**config.mk**
```make
export PLATFORM = sky130hd
export DESIGN_NAME = integer_to_ascii_radix_unit
export DESIGN_NICKNAME = d
export VERILOG_FILES = /design/src/rtl/itar_pkg.sv /design/src/rtl/integer_to_ascii_radix_unit.sv /design/src/rtl/itar_ram.sv /design/src/rtl/itar_divider.sv
export SDC_FILE = /design/constraint.sdc
export NUM_CORES = 1
export LEC_CHECK = 0
export BUFFER_PORTS_ARGS = -buffer_cell sky130_fd_sc_hd__buf_2
export CORE_ASPECT_RATIO = 1.4
export CORE_UTILIZATION = 60
export CTS_CLUSTER_SIZE = 16
export DETAILED_ROUTE_END_ITERATION = 6
export PLACE_DENSITY = 0.78
export REMOVE_ABC_BUFFERS = 1
export SETUP_SLACK_MARGIN = 0.02
export SLEW_MARGIN = 40
export SYNTH_ARGS = -nofsm -noshare
export SYNTH_HDL_FRONTEND = slang
export SYNTH_SLANG_ARGS = --single-unit
```
**constraint.sdc**
```tcl
create_clock -name clk_i -period 5.2 [get_ports clk_i]
set_input_delay 0.78 -clock clk_i [delete_from_list [all_inputs] [get_ports clk_i]]
set_output_delay 0.78 -clock clk_i [all_outputs]
set_load 0.005 [all_outputs]
```
**src/rtl/itar_pkg.sv**
```systemverilog
// Package for the integer-to-ASCII radix converter.
// Holds the field widths, radix limits, character codes and digit encoding.
// No dependencies; the top level and the divider import it.
package itar_pkg;

  // Field widths
  localparam int RADIX_W = 6;
  localparam int DIGIT_W = 5;
  localparam int CHAR_W  = 8;

  // Default sizes, handed to the top level as parameter defaults
  localparam int VALUE_BITS_DEF = 32;
  localparam int MAX_DIGITS_DEF = 32;

  // Radix register limits
  localparam logic [RADIX_W-1:0] RADIX_RESET  = 6'd10;
  localparam logic [RADIX_W-1:0] RADIX_MIN    = 6'd2;
  localparam logic [RADIX_W-1:0] RADIX_MAX    = 6'd32;
  localparam logic [RADIX_W-1:0] SIGNED_RADIX = 6'd10;

  // Character codes
  localparam logic [CHAR_W-1:0] DIGIT_BASE  = 8'd48;
  localparam logic [CHAR_W-1:0] LETTER_BASE = 8'd65;
  localparam logic [CHAR_W-1:0] MINUS_CHAR  = 8'd45;
  localparam logic [CHAR_W-1:0] ZERO_CHAR   = 8'd48;
  localparam logic [DIGIT_W-1:0] LETTER_START = 5'd10;

  // Digit value to ASCII: 0..9 -> '0'..'9', 10 and up -> 'A' onward
  function automatic logic [CHAR_W-1:0] digit_to_ascii(input logic [DIGIT_W-1:0] d);
    logic [CHAR_W-1:0] d_ext;
    d_ext = {{(CHAR_W-DIGIT_W){1'b0}}, d};
    if (d >= LETTER_START) begin
      return LETTER_BASE + d_ext - {{(CHAR_W-DIGIT_W){1'b0}}, LETTER_START};
    end
    return DIGIT_BASE + d_ext;
  endfunction

endpackage

```
**src/rtl/integer_to_ascii_radix_unit.sv**
```systemverilog
// Top level of the integer-to-ASCII radix converter.
// Depends on itar_pkg, itar_divider and itar_ram.
//
// Usage:
//   Input stream (s_axis_*): one signed two's-complement integer per request.
//   Output stream (m_axis_*): its text, one ASCII character per request, most
//   significant digit first; tlast marks the last character. Zero gives "0";
//   a leading '-' appears for negative numbers in radix 10 only.
//   Config: cfg_we_i writes cfg_wdata_i to the radix register; values outside
//   2..32 are ignored. Write only while the block is idle.
// Timing:
//   Each digit comes from the bit-serial divider, one quotient bit per
//   cycle. Characters then leave through the digit RAM, each by a RAM read
//   and then an output register load.
//   32-bit values in radix 10 need up to 10 digits, in radix 2 up to 32.
//   One item is in work at a time; s_axis_tready is high while idle.
// Reset: radix returns to 10, the sequencer and the output register empty.
// Stall: a held output character blocks the next load; the sequencer waits
//   and nothing is lost. A new item may be accepted while the last
//   character of the previous one still waits in the output register.
module integer_to_ascii_radix_unit
  import itar_pkg::*;
#(
  parameter int VALUE_BITS = VALUE_BITS_DEF,
  parameter int MAX_DIGITS = MAX_DIGITS_DEF
) (
  input  logic                               clk_i,
  input  logic                               rst_ni,
  // number [VALUE_BITS-1:0], zero padded to whole bytes
  input  logic [((VALUE_BITS+7)/8)*8-1:0]    s_axis_tdata,
  input  logic                               s_axis_tvalid,
  output logic                               s_axis_tready,
  // character [7:0]
  output logic [CHAR_W-1:0]                  m_axis_tdata,
  output logic                               m_axis_tlast,
  output logic                               m_axis_tvalid,
  input  logic                               m_axis_tready,
  input  logic                               cfg_we_i,
  input  logic [RADIX_W-1:0]                 cfg_wdata_i
);

  localparam int ADDR_W = $clog2(MAX_DIGITS);
  localparam int CNT_W  = $clog2(MAX_DIGITS + 1);
  localparam logic [CNT_W-1:0] MAX_CNT = CNT_W'(MAX_DIGITS);
  localparam logic [CNT_W-1:0] ONE_CNT = CNT_W'(1);

  // Sequencer states
  localparam logic [2:0] S_IDLE = 3'd0;
  localparam logic [2:0] S_DIV  = 3'd1;
  localparam logic [2:0] S_ZERO = 3'd2;
  localparam logic [2:0] S_SIGN = 3'd3;
  localparam logic [2:0] S_RD   = 3'd4;
  localparam logic [2:0] S_OUT  = 3'd5;

  logic [2:0]            state_q, state_d;
  logic [RADIX_W-1:0]    radix_q;
  logic [CNT_W-1:0]      cnt_q, cnt_d;
  logic                  neg_q, neg_d;
  logic                  out_valid_q, out_valid_d;
  logic [CHAR_W-1:0]     out_char_q, out_char_d;
  logic                  out_last_q, out_last_d;

  logic                  accept;
  logic                  out_free;
  logic [VALUE_BITS-1:0] number;
  logic [VALUE_BITS-1:0] magnitude;
  logic                  mag_zero;
  logic [CNT_W-1:0]      cnt_inc;
  logic [CNT_W-1:0]      cnt_dec;

  logic                  div_start;
  logic [VALUE_BITS-1:0] div_dividend;
  logic                  div_done;
  logic [VALUE_BITS-1:0] div_quot;
  logic [DIGIT_W-1:0]    div_rem;

  logic                  ram_re;
  logic [DIGIT_W-1:0]    ram_rdata;

  // Radix register; out-of-range writes are dropped
  always_ff @(posedge clk_i or negedge rst_ni) begin
    if (!rst_ni) begin
      radix_q <= RADIX_RESET;
    end else if (cfg_we_i && cfg_wdata_i >= RADIX_MIN && cfg_wdata_i <= RADIX_MAX) begin
      radix_q <= cfg_wdata_i;
    end
  end

  // Input request and magnitude; the most negative value maps to 2^(N-1)
  assign s_axis_tready = (state_q == S_IDLE);
  assign accept        = s_axis_tvalid && s_axis_tready;
  assign number        = s_axis_tdata[VALUE_BITS-1:0];
  assign magnitude     = number[VALUE_BITS-1] ? (~number + 1'b1) : number;
  assign mag_zero      = (magnitude == '0);

  assign out_free = !out_valid_q || m_axis_tready;
  assign cnt_inc  = cnt_q + 1'b1;
  assign cnt_dec  = cnt_q - 1'b1;

  // Divider control: first digit from the input, later ones from the quotient
  assign div_dividend = (state_q == S_IDLE) ? magnitude : div_quot;

  // Sequencer
  always_comb begin
    state_d     = state_q;
    cnt_d       = cnt_q;
    neg_d       = neg_q;
    out_valid_d = out_valid_q && !m_axis_tready;
    out_char_d  = out_char_q;
    out_last_d  = out_last_q;
    div_start   = 1'b0;
    ram_re      = 1'b0;
    case (state_q)
      S_IDLE: begin
        if (accept) begin
          neg_d = number[VALUE_BITS-1];
          cnt_d = '0;
          if (mag_zero) begin
            state_d = S_ZERO;
          end else begin
            div_start = 1'b1;
            state_d   = S_DIV;
          end
        end
      end
      S_DIV: begin
        if (div_done) begin
          cnt_d = cnt_inc;
          if (div_quot != '0 && cnt_inc < MAX_CNT) begin
            div_start = 1'b1;
          end else begin
            state_d = S_SIGN;
          end
        end
      end
      S_ZERO: begin
        if (out_free) begin
          out_valid_d = 1'b1;
          out_char_d  = ZERO_CHAR;
          out_last_d  = 1'b1;
          state_d     = S_IDLE;
        end
      end
      S_SIGN: begin
        if (neg_q && radix_q == SIGNED_RADIX && cnt_q < MAX_CNT) begin
          if (out_free) begin
            out_valid_d = 1'b1;
            out_char_d  = MINUS_CHAR;
            out_last_d  = 1'b0;
            state_d     = S_RD;
          end
        end else begin
          state_d = S_RD;
        end
      end
      S_RD: begin
        ram_re  = 1'b1;
        state_d = S_OUT;
      end
      S_OUT: begin
        if (out_free) begin
          out_valid_d = 1'b1;
          out_char_d  = digit_to_ascii(ram_rdata);
          out_last_d  = (cnt_q == ONE_CNT);
          cnt_d       = cnt_dec;
          state_d     = (cnt_q == ONE_CNT) ? S_IDLE : S_RD;
        end
      end
      default: begin
        state_d = S_IDLE;
      end
    endcase
  end

  // Control state
  always_ff @(posedge clk_i or negedge rst_ni) begin
    if (!rst_ni) begin
      state_q     <= S_IDLE;
      cnt_q       <= '0;
      neg_q       <= 1'b0;
      out_valid_q <= 1'b0;
    end else begin
      state_q     <= state_d;
      cnt_q       <= cnt_d;
      neg_q       <= neg_d;
      out_valid_q <= out_valid_d;
    end
  end

  // Output payload register
  always_ff @(posedge clk_i) begin
    out_char_q <= out_char_d;
    out_last_q <= out_last_d;
  end

  assign m_axis_tvalid = out_valid_q;
  assign m_axis_tdata  = out_char_q;
  assign m_axis_tlast  = out_last_q;

  itar_divider #(
    .VALUE_BITS (VALUE_BITS)
  ) u_divider (
    .clk_i      (clk_i),
    .rst_ni     (rst_ni),
    .start_i    (div_start),
    .dividend_i (div_dividend),
    .divisor_i  (radix_q),
    .done_o     (div_done),
    .quot_o     (div_quot),
    .rem_o      (div_rem)
  );

  // Digit store, least significant digit at address zero
  itar_ram #(
    .WIDTH (DIGIT_W),
    .DEPTH (MAX_DIGITS)
  ) u_digit_ram (
    .clk_i   (clk_i),
    .we_i    (div_done && state_q == S_DIV),
    .waddr_i (cnt_q[ADDR_W-1:0]),
    .wdata_i (div_rem),
    .re_i    (ram_re),
    .raddr_i (cnt_dec[ADDR_W-1:0]),
    .rdata_o (ram_rdata)
  );

  // Digits are only written below the store depth
  assert property (@(posedge clk_i) disable iff (!rst_ni)
    state_q == S_DIV |-> cnt_q < MAX_CNT)
    else $error("digit count reached store depth during division");

  // Reading back digits never starts with an empty store
  assert property (@(posedge clk_i) disable iff (!rst_ni)
    (state_q == S_RD || state_q == S_OUT) |-> cnt_q != '0)
    else $error("digit readback with zero digits stored");

  // A zero input goes straight to the single '0' character
  assert property (@(posedge clk_i) disable iff (!rst_ni)
    accept && mag_zero |=> state_q == S_ZERO)
    else $error("zero input did not take the zero path");

  // Division results only arrive while the sequencer waits for them
  assert property (@(posedge clk_i) disable iff (!rst_ni)
    div_done |-> state_q == S_DIV)
    else $error("divider finished outside the division state");

endmodule

```
**src/rtl/itar_ram.sv**
```systemverilog
// Generic single-write, single-read RAM with registered read data.
// Depends on nothing; used for the digit store of the converter.
module itar_ram #(
  parameter int WIDTH = 5,
  parameter int DEPTH = 32
) (
  input  logic                     clk_i,
  input  logic                     we_i,
  input  logic [$clog2(DEPTH)-1:0] waddr_i,
  input  logic [WIDTH-1:0]         wdata_i,
  input  logic                     re_i,
  input  logic [$clog2(DEPTH)-1:0] raddr_i,
  output logic [WIDTH-1:0]         rdata_o
);

  logic [WIDTH-1:0] mem_q [DEPTH];
  logic [WIDTH-1:0] rdata_q;

  // Write port
  always_ff @(posedge clk_i) begin
    if (we_i) begin
      mem_q[waddr_i] <= wdata_i;
    end
  end

  // Registered read port; data holds until the next read
  always_ff @(posedge clk_i) begin
    if (re_i) begin
      rdata_q <= mem_q[raddr_i];
    end
  end

  assign rdata_o = rdata_q;

endmodule

```
**src/rtl/itar_divider.sv**
```systemverilog
// Bit-serial restoring divider: divides the magnitude by the radix,
// one quotient bit per cycle. Depends on itar_pkg for the radix and digit widths.
module itar_divider
  import itar_pkg::*;
#(
  parameter int VALUE_BITS = VALUE_BITS_DEF
) (
  input  logic                  clk_i,
  input  logic                  rst_ni,
  input  logic                  start_i,
  input  logic [VALUE_BITS-1:0] dividend_i,
  input  logic [RADIX_W-1:0]    divisor_i,
  output logic                  done_o,
  output logic [VALUE_BITS-1:0] quot_o,
  output logic [DIGIT_W-1:0]    rem_o
);

  localparam int STEP_W = $clog2(VALUE_BITS);
  localparam logic [STEP_W-1:0] LAST_STEP = STEP_W'(VALUE_BITS - 1);

  logic                  busy_q, busy_d;
  logic                  done_q, done_d;
  logic [STEP_W-1:0]     step_q, step_d;
  logic [VALUE_BITS-1:0] dvd_q, dvd_d;
  logic [DIGIT_W-1:0]    rem_q, rem_d;
  logic [RADIX_W-1:0]    div_q, div_d;
  logic [RADIX_W-1:0]    trial;
  logic                  ge;

  // One restoring step: bring down the next dividend bit, subtract if it fits
  assign trial = {rem_q, dvd_q[VALUE_BITS-1]};
  assign ge    = (trial >= div_q);

  always_comb begin
    busy_d = busy_q;
    done_d = 1'b0;
    step_d = step_q;
    dvd_d  = dvd_q;
    rem_d  = rem_q;
    div_d  = div_q;
    if (start_i) begin
      busy_d = 1'b1;
      step_d = '0;
      dvd_d  = dividend_i;
      rem_d  = '0;
      div_d  = divisor_i;
    end else if (busy_q) begin
      rem_d  = ge ? DIGIT_W'(trial - div_q) : trial[DIGIT_W-1:0];
      dvd_d  = {dvd_q[VALUE_BITS-2:0], ge};
      step_d = step_q + 1'b1;
      if (step_q == LAST_STEP) begin
        busy_d = 1'b0;
        done_d = 1'b1;
      end
    end
  end

  // Control state
  always_ff @(posedge clk_i or negedge rst_ni) begin
    if (!rst_ni) begin
      busy_q <= 1'b0;
      done_q <= 1'b0;
      step_q <= '0;
    end else begin
      busy_q <= busy_d;
      done_q <= done_d;
      step_q <= step_d;
    end
  end

  // Datapath shift registers
  always_ff @(posedge clk_i) begin
    dvd_q <= dvd_d;
    rem_q <= rem_d;
    div_q <= div_d;
  end

  assign done_o = done_q;
  assign quot_o = dvd_q;
  assign rem_o  = rem_q;

endmodule
```
==> impl_metrics.tcl <==
set metrics [dict create \
    status "finished, final reports clean" \
    path_clk_slew_ps 70 \
    syn_to_final_growth_pct 9.829 \
    drive_gt1_share_pct 22.07 \
    peakVddDrop_uv 346.9 \
    nets 916 \
    htree_levels 1 \
    syn_area_sq_um 11580 \
    placed_area_sq_um 12050 \
    place_inst 1077 \
    critPathSlowestCell "or4_4" \
    crit_arrival_ps 4460 \
    ys_seq_elements 240 \
    path_class "primary input to register" \
    dp_hpwl_mm 17.26 \
    grt_use_total_pct 25.88 \
    r2r_slack_ps 1590 \
    power_per_cell_area_nw_per_um2 554.1 \
    path_cells "buf_2 > inv_1 > ha_1 > or4b_1 > or4_4 > or4_1 > a211oi_1 > o21ai_1 > or4_4 > o21bai_1 > a21boi_4 > buf_4" \
    grt_max_degree 48 \
    worstReg2RegStart "cnt_q[3]" \
    max_freq_ghz 0.2374 \
    post-route-period-util_pct 81.01 \
    first_iter_violations 579 \
    crit_top_cell "or4_4" \
    grt_overflow 0 \
    total_power_mw 7.050 \
    cp-end-kind "register" \
    yosysWarnings 0 \
    fin_util_pct 67.85 \
    postCtsHoldBufs 0 \
    synth.area.top_cells "edfxtp_1 55%, mux4_2 9.7%, dfrtp_1 4.8%, mux2_4 2.6%, xnor2_1 2.3%" \
    start_util_pct 61.78 \
    placementRows 59 \
    timing.hold.ws_ps 289.6 \
    cts_root_buf "clkbuf_16" \
    yosysTopAreaCellShare_pct 54.70 \
    crit_required_ps 5440 \
    die_h_microns 166.4 \
    cts_tree "done" \
    syn_area_per_cell_sq_um 14.27 \
    cp-endpoint "u_divider.quot_o[29]" \
    hp-class "primary input to async pin" \
    slowest_delay_ps 580 \
    grt_pass1_wl_mm 39.21 \
    p_leak_nw 4.454 \
    postCtsSetupRepairBufs 0 \
    reg2reg_depth 9 \
    numCtsBuffers 21 \
    rsz0062_at_grt "false" \
    r2r-end "u_divider.quot_o[2]" \
    yosys.area.top_type "edfxtp_1" \
    final_area_sq_um 12720 \
    cts_resized 0 \
    vias_per_cell 6.319 \
    cp_max_fo 17 \
    fillers 1277 \
    wl_mm 25.09 \
    clock_latency_ps 510 \
    dpl_worst_slack_ps 443.0 \
    setup_viol 0 \
    avgRoutedWirePerCell_microns 22.52 \
    instances_no_fill 1114 \
    io_buffers 52 \
    clock_path_buffers 3 \
    finClkSkew_ps 16.81 \
    antenna_left 0 \
    die_area_sq_um 19870 \
    fp.coreArea_sq_um 18750 \
    num_io_pins 54 \
    ys.flop_type "edfxtp_1" \
    path_delay_family "simple AND/OR/NAND/NOR gates" \
    timing.final.ws_setup_ps 987.6 \
    finalMaxSlewViolations 0 \
    syn-instance-count 812 \
    antenna_found_initial 0 \
    place_congestion 0.8982 \
    async_flop_share_pct 10.00 \
    n_antenna_cell 0 \
    cap_violations 0 \
    synth_edf_count 211 \
    grt_pass1_vias 7182 \
    num_vias 7039 \
    start_kind "primary input" \
    relSlewSlack_pct 45.27 \
    period_minus_slack_ps 4212 \
    hold_viol 0 \
    drtPass1Iterations 7 \
    setup-tns-final_ps 0 \
    remaining_drc_errors 0 \
    fp.dieW_microns 119.4 \
    ys_types 74 \
    cp.depth 12 \
    worst_slew_pin_slew_ps 816.9 \
    startpoint "s_axis_tdata[0]" \
    path_buf_inv 3 \
    yosysSeqAreaShare_pct 60.77 \
    clock-sinks 240 \
]
-- state kept, by name, summed over array words and instances, names as in the netlist --
signal,cells
m_axis_tdata,7
u_digit_ram.mem_q,160
neg_q,1
radix_q,6
u_divider.quot_o,32
u_divider.step_q,5
u_divider.div_q,6
u_divider.busy_q,1
cnt_q,6
u_divider.rem_o,5
u_divider.done_o,1
state_q,3
u_digit_ram.rdata_o,5
m_axis_tlast,1
m_axis_tvalid,1
-- cell usage in the layout, fill, tap and decap left out, types with 4 or more instances in the layout --
cell,synthesis,final
o21ai_0,28,28
o31ai_1,10,10
mux2_4,20,20
or4_1,5,5
nand3_1,10,10
nor2_1,68,68
clkbuf_1,28,7
nand2b_1,11,11
nand3b_1,4,4
nor4_1,14,14
a21oi_1,27,26
ha_1,16,16
nor2b_1,5,5
nand4_1,4,4
mux4_2,50,50
xnor2_1,30,29
buf_4,1,11
mux2_2,6,6
dfrtp_1,22,21
dfxtp_1,5,4
clkbuf_16,0,21
or3_1,15,15
buf_2,4,52
xor2_1,11,11
nand2_1,54,54
inv_1,29,29
o21a_1,4,4
a211oi_1,6,6
nor3_1,13,13
mux2i_1,18,18
o41ai_1,5,5
a21o_1,4,4
clkinv_2,0,5
or4_4,4,4
or2_2,5,5
edfxtp_1,211,211
-- cell type report --
class | instances | area (sq um) | share of cell area [%]
Timing Repair Buffer | 64 | 354.1 | 2.783
Clock inverter | 8 | 93.84 | 0.7376
Tap cell | 244 | 305.3 | 2.400
Multi-Input combinational cell | 499 | 4247 | 33.38
Clock buffer | 29 | 565.5 | 4.445
Inverter | 30 | 115.1 | 0.9048
Sequential cell | 240 | 7042 | 55.35
-- cells in the mapped netlist, types with 13 or more instances --
| cell | count |
|---|---|
| edfxtp_1 | 211 |
| nor2_1 | 68 |
| nand2_1 | 54 |
| mux4_2 | 50 |
| xnor2_1 | 30 |
| inv_1 | 29 |
| clkbuf_1 | 28 |
| o21ai_0 | 28 |
| a21oi_1 | 27 |
| dfrtp_1 | 22 |
| mux2_4 | 20 |
| mux2i_1 | 18 |
| ha_1 | 16 |
| or3_1 | 15 |
| nor4_1 | 14 |
| nor3_1 | 13 |
-- worst reg2reg max path, cell delays in order, from the launching register on --
cell	delay [ps]
dfrtp_1	630
nand3_1	370
or3_1	470
xor2_1	180
o21ai_0	140
nand2b_1	240
and4_1	240
a21o_2	260
inv_4	440
mux2_1	390
-- worst min path at each step --
stage	from	end	depth (start not counted)
floorplan	radix_q[4]	u_divider.div_q[4]	0
global placement	neg_q	neg_q	2
detailed placement	neg_q	neg_q	2
CTS	rst_ni	neg_q	1
global route	rst_ni	cnt_q[1]	1
finish	rst_ni	cnt_q[0]	1
-- routing by layer --
layer | vias to the layer above | share of wire, % | GRT usage (%)
met5 | - | 0 | 0
met4 | 0 | 3.3 | 9.293
met3 | 58 | 4.2 | 2.644
met2 | 248 | 58 | 51.14
met1 | 3529 | 34 | 27.96
li1 | 3204 | - | -
-- logic make-up (layout without fill, tap and decap cells) --
family          after synthesis  after routing  synth area share (%)
fa+ha+maj                    17             17                 1.901
buf+inv                      73            131                 2.765
compound gates              113            113                 6.611
xor+xnor                     41             41                 3.100
other cells                   1              1               0.03237
simple gates                231            231                 10.17
flops                       240            240                 60.77
mux                          96             96                 14.65
-- report_power, final --
group	switching [mW]	internal [mW]	leakage, nW
clock network	0.668	0.863	0.327
registers	0.285	2.66	2.30
logic	1.42	1.15	1.83
(Power assumes the default switching activity.)
